==> src/sv/gas_pkg.sv <==
// Shared types and codes for the grid next-step search block.
package gas_pkg;

    // Row length of the grid; cell index is y*GRID_W + x, so the column sits in the low bits
    localparam int GRID_W = 64;

    localparam logic [2:0] DIR_STOP  = 3'd0;
    localparam logic [2:0] DIR_LEFT  = 3'd1;
    localparam logic [2:0] DIR_RIGHT = 3'd2;
    localparam logic [2:0] DIR_UP    = 3'd3;
    localparam logic [2:0] DIR_DOWN  = 3'd4;

    localparam logic REQ_WRITE = 1'b0;
    localparam logic REQ_QUERY = 1'b1;

    // Neighbour codes as stored in the parent table
    localparam logic [1:0] NB_LEFT  = 2'd0;
    localparam logic [1:0] NB_RIGHT = 2'd1;
    localparam logic [1:0] NB_UP    = 2'd2;
    localparam logic [1:0] NB_DOWN  = 2'd3;

    // Command handed from the front end to the search engine
    typedef struct packed {
        logic       is_query;
        logic [7:0] sx;
        logic [7:0] sy;
        logic       wall;
        logic [7:0] gx;
        logic [7:0] gy;
        logic       bad;
    } gas_cmd_t;

endpackage

==> src/sv/gas_front.sv <==
// Front end: takes input transactions, range-checks them and fills a small queue.
module gas_front #(
    parameter int GRID_H = 16
) (
    input  logic             aclk,
    input  logic             aresetn,
    input  logic             in_valid,
    output logic             in_ready,
    input  logic [21:0]      in_data,
    output logic             q_valid,
    input  logic             q_pop,
    output gas_pkg::gas_cmd_t q_cmd
);
    import gas_pkg::*;

    gas_cmd_t   cmd;
    gas_cmd_t   fifo_reg [2];
    logic [1:0] cnt_reg, cnt_next;
    logic       rd_reg, wr_reg;
    logic       push;

    // Unpack and classify
    always_comb begin
        cmd.is_query = in_data[0];
        cmd.sx       = {2'b0, in_data[6:1]};
        cmd.sy       = {4'b0, in_data[10:7]};
        cmd.wall     = in_data[11];
        cmd.gx       = {2'b0, in_data[17:12]};
        cmd.gy       = {4'b0, in_data[21:18]};
        cmd.bad      = (32'(cmd.sx) >= GRID_W) || (32'(cmd.sy) >= GRID_H)
                     || (cmd.is_query && ((32'(cmd.gx) >= GRID_W)
                     || (32'(cmd.gy) >= GRID_H)));
    end

    assign in_ready = (cnt_reg != 2'd2);
    assign push     = in_valid && in_ready;
    assign q_valid  = (cnt_reg != 2'd0);
    assign q_cmd    = fifo_reg[rd_reg];

    always_comb begin
        cnt_next = cnt_reg;
        if (push && !q_pop) cnt_next = cnt_reg + 2'd1;
        if (!push && q_pop) cnt_next = cnt_reg - 2'd1;
    end

    always_ff @(posedge aclk) begin
        if (!aresetn) begin
            cnt_reg <= '0;
            rd_reg  <= 1'b0;
            wr_reg  <= 1'b0;
        end else begin
            cnt_reg <= cnt_next;
            if (push) wr_reg <= ~wr_reg;
            if (q_pop) rd_reg <= ~rd_reg;
        end
        if (push) fifo_reg[wr_reg] <= cmd;
    end
endmodule

==> config.mk <==
export PLATFORM = sky130hd
export DESIGN_NAME = gas_front
export DESIGN_NICKNAME = d
export VERILOG_FILES = /design/src/sv/gas_pkg.sv /design/src/sv/gas_front.sv
export SDC_FILE = /design/constraint.sdc
export NUM_CORES = 1
export LEC_CHECK = 0
export BUFFER_PORTS_ARGS = -buffer_cell sky130_fd_sc_hd__buf_4
export CORE_MARGIN = 2
export CORE_UTILIZATION = 40
export DETAILED_ROUTE_END_ITERATION = 12
export PLACE_DENSITY = 0.7
export SETUP_SLACK_MARGIN = 0.05
export SLEW_MARGIN = 10
export SYNTH_ARGS = -nofsm -noshare
export SYNTH_HDL_FRONTEND = slang
export SYNTH_SLANG_ARGS = --single-unit
==> constraint.sdc <==
create_clock -name aclk -period 1.5 [get_ports aclk]
set_input_delay 0.225 -clock aclk [delete_from_list [all_inputs] [get_ports aclk]]
set_output_delay 0.225 -clock aclk [all_outputs]
set_load 0.1 [all_outputs]
Word level (Yosys, flattened, before mapping)
Memories as Yosys holds them, arrays and structs flattened. A register that Yosys moved wholly into a read port is not among the register bits.
Index checks and enable logic that the tools add are counted.
{"block": "classes", "addsub": 2, "n_eq_ne": 1, "mux": 6, "n_bitwise": 2, "n_reduce_logical": 7}
{"operator": "$mux W1", "count": 4}
{"operator": "$mux W2", "count": 2}
{"operator": "$reduce_bool A2 Y1", "count": 2}
{"operator": "$logic_and A1 B1 Y1", "count": 3}
{"operator": "$add A2 B1 Y2 const B", "count": 1}
{"operator": "$logic_not A1 Y1", "count": 2}
{"operator": "$ne A2 B2 Y1 const B", "count": 1}
{"operator": "$not A1 Y1", "count": 2}
{"operator": "$sub A2 B1 Y2 const B", "count": 1}
{"block": "word_totals", "register_bits": 4, "ramBits": 44, "in_bits": 26, "out_inout_bits": 37, "mem_count": 1}
{"memory": "fifo_reg", "words": 2, "width": 22, "rd": 1, "rd_ports_with_merged_regs": 1, "wr": 1, "line": "gas_front.sv:17", "rtl": "gas_cmd_t fifo_reg [2];"}

Longest topological paths before layout
{"block": "logic_depth", "ltp_word": 5, "ltp_mapped": 6, "ltp_nobuf": 6}

Worst setup path after synthesis
OpenSTA, ideal clock, no wires.
{"block": "synth_timing", "kind": "register to register", "start": "register cnt_reg[0]", "end": "memory fifo_reg[1][0] in the netlist's numbering, enable pin", "setup_time_ns": 0.381, "arrival_time_ns": 1.967, "required_ns": 1.119, "setup_slack_ns": -0.848, "path_stages_with_launch": 3, "n_path_buf": 0, "cell_sequence": "dfxtp_1 nand2b_1 and3_1"}
{"block": "synth_via", "elab_chain_cells": 4}
{"element": "start: declaration", "line": "gas_front.sv:18", "rtl": "logic [1:0] cnt_reg, cnt_next;"}
{"element": "start signal: assignment", "line": "gas_front.sv:52", "rtl": "cnt_reg <= cnt_next;"}
{"element": "$ne A2 B2 Y1", "line": "gas_front.sv:35", "rtl": "assign in_ready = (cnt_reg != 2'd2);"}
{"element": "named net in_ready", "line": "gas_front.sv:8", "rtl": "output logic in_ready,"}
{"element": "$logic_and A1 B1 Y1", "line": "gas_front.sv:36", "rtl": "assign push = in_valid && in_ready;"}
{"element": "$mux W1", "line": "gas_front.sv:56", "rtl": "if (push) fifo_reg[wr_reg] <= cmd;"}
{"element": "$mux W1 (implied by the code)", "line": "gas_front.sv:56"}
{"element": "end: declaration", "line": "gas_front.sv:17"}
The timed path passes the listed nets, and every way through them passes these cells.

==> impl_metrics.toml <==
[synthesis]
ys_top_cells_by_count = "sky130_fd_sc_hd__edfxtp_1, sky130_fd_sc_hd__mux2_2, sky130_fd_sc_hd__buf_4"
yosys-top-cells-area = "sky130_fd_sc_hd__edfxtp_1, sky130_fd_sc_hd__mux2_2, sky130_fd_sc_hd__dfxtp_1"
asyncSetResetFlopFracSynth_pct = 0
synth-seq-cells = 49
synth_edf_count = 44
ys.flop_type = "sky130_fd_sc_hd__edfxtp_1"
ys_seq_area_share_pct = 74.49
yosysWarningCount = 0
synthMostInstantiatedCell = "sky130_fd_sc_hd__edfxtp_1"
synth.cell_area_mm2 = 0.001908
number_of_standard_cells_after_synthesis = 105
synth_top_area_cell = "sky130_fd_sc_hd__edfxtp_1"
ys_types = 21
netlist.area_leader.share_pct = 69.25
synth.avg_cell_area_um2 = 18.17

[die]
floorplan.die.width_um = 73.07
die_area_mm2 = 0.005338
io-pin-count = 63
rows = 25
initial_utilization_pct = 40.94
floorplan.die.height_um = 73.07
core_region_area_mm2 = 0.004661

[finish]
final_nets = 192
layout-area-overhead-vs-synth_pct = 50.89
fin_util_pct = 61.77
n_antenna_cell = 0
largest_reg_flops = 44
fraction_of_final_layout_cells_sized_beyond_drive_strength_1_pct = 56.63
fillerInstances = 331
finish.cell_count_without_fillers = 220

[timing]
timing.final.max_slew_violations = 0
timing.final.ws_setup_ps = -76.18
rsz0062_at_grt = "true"
final.setup_skew_ps = 10.62
final-setup-viol-count = 22
fmaxAchievable_mhz = 634.4
final-hold-violation-count = 0
finalCriticalPeriod_ps = 1576
final_min_period_over_clock_period_pct = 105.1

[clocking]
cts-buffers-inserted = 5
cts.repair_timing.setup_buffer_count = 0
cts_buffer_depth = 2
clock-sinks = 49
cts_tree = "yes"
cts_root_buf = "sky130_fd_sc_hd__clkbuf_8"
cts_htree_levels = 2
clk_pin_slew_ps = 90
worst_skew_pair.late_latency_ps = 290

[global_routing]
grt_start_max_net_pins = 21
grt_overflow_total = 0
grt_pass1_vias = 1030
groute.usage.overall_pct = 12.77
grt_pass1_wl_mm = 4.933
antenna_violations_before_repair = 0

[min_path]
holdPathStages = 1
hold_class = "in -> reg"

[route]
routed_wl_mm = 3.473
vias_per_cell = 4.573
vias = 1006
first_pass_iters = 4
initialDrtViolationCount = 36
antenna_left = 0
post_drt_wl_per_cell_um = 15.79
post-route-drc-count = 0

[power]
report.power.total_mw = 4.169
power.density_cell_area_mw_per_mm2 = 1448
power_leakage_nw = 1.155
vdd_ir_drop_max_uv = 709.2

[worst_setup_path]
path_max_fanout = 6
rrSetupSlack_ps = 140
critPathCaptureType = "output pin"
timing_worst_setup_path_type = "reg -> out"
arrival_time_at_the_worst_endpoint_ps = 1350
worst_setup_path_start_kind = "flip-flop"
r2r_cells = 6
critPathRequiredTime_ps = 1270

[placed_design]
place.detailed.instances = 210
gp_congestion = 0.6453
numPortBuffers = 49
place.detailed.hpwl_mm = 2.314

[job]
cap_viol_max_count = 0

[run_status]
violated_checks = "negative setup slack"
run_status = "finished, violations left"
[path summary, 6_finish.rpt]
check | to | from
setup / recovery | q_cmd[20] | flip-flop
hold / removal | fifo_reg[1][3] | in_data[21]
setup reg to reg | cnt_reg[1] | cnt_reg[0]
hold reg to reg | flip-flop | rd_reg
[cells by family after synthesis]
| kind of cell | count (synthesis) | synth area share (%) |
|---|---|---|
| simple gates | 9 | 2.886 |
| xor+xnor | 3 | 1.377 |
| fa+ha+maj | 1 | 0.6556 |
| mux | 22 | 12.98 |
| flops | 49 | 74.49 |
| other cells | 1 | 0.1965 |
| buf+inv | 16 | 5.836 |
| compound gates | 4 | 1.574 |
[layer usage]
| metal | global-route usage, % | up-vias | share of wire, % |
|---|---|---|---|
| met5 | 0 | - | 0 |
| met3 | 3.867 | 0 | 3.7 |
| met1 | 13.57 | 495 | 37 |
| met2 | 23.72 | 30 | 60 |
| met4 | 4.321 | 0 | 0 |
| li1 | - | 481 | - |
[layout make-up]
cell class | count | area, µm² | area share, %
clock inverter | 2 | 13.76 | 0.4781
clock buffer | 6 | 72.57 | 2.521
inverter | 1 | 7.507 | 0.2608
timing repair buffer | 56 | 764.5 | 26.55
tap | 54 | 67.56 | 2.347
multi-input combinational | 52 | 526.8 | 18.30
sequential | 49 | 1426 | 49.54
[cell usage in the layout, fill, tap and decap left out, types with 2 or more instances in the layout]
| master | synthesis | layout |
|---|---|---|
| sky130_fd_sc_hd__buf_8 | 0 | 3 |
| sky130_fd_sc_hd__clkbuf_8 | 0 | 5 |
| sky130_fd_sc_hd__edfxtp_1 | 44 | 44 |
| sky130_fd_sc_hd__conb_1 | 1 | 13 |
| sky130_fd_sc_hd__mux2_4 | 0 | 22 |
| sky130_fd_sc_hd__buf_4 | 13 | 27 |
| sky130_fd_sc_hd__buf_12 | 0 | 24 |
| sky130_fd_sc_hd__and2_1 | 3 | 3 |
| sky130_fd_sc_hd__xnor2_1 | 2 | 2 |
| sky130_fd_sc_hd__dfxtp_1 | 5 | 3 |
[worst max-delay path, stage by stage, from the launching register on]
cell	delay, ps
sky130_fd_sc_hd__dfxtp_4	410
sky130_fd_sc_hd__buf_8	150
sky130_fd_sc_hd__mux2_4	320
sky130_fd_sc_hd__buf_12	170
[through the flow]
step                      setup slack, ps  instance area (µm²)  setup TNS, ps  hold slack [ps]
after floorplan                    -28.44                 1982         -740.2            323.9
after global placement              168.5                 2372              0            411.3
after detailed placement            149.5                 2372              0            413.2
after CTS                          -100.2                 2668          -1601            105.1
after global routing               -123.9                 2879          -2407            92.35
final                              -76.18                 2879          -1443            111.9
[where the power goes]
group / switching, mW / leakage (nW) / internal, mW
logic: 1.13 / 0.656 / 0.628
registers: 0.0533 / 0.454 / 1.63
clock network: 0.396 / 0.0456 / 0.332
[timing repair]
action	in CTS	in global routing
cloned	1	1
pin swaps	0	0
setup endpoints to repair	22	23
hold buffers	0	0
resized for setup	53	45
Power figures use the tool's default switching activity.
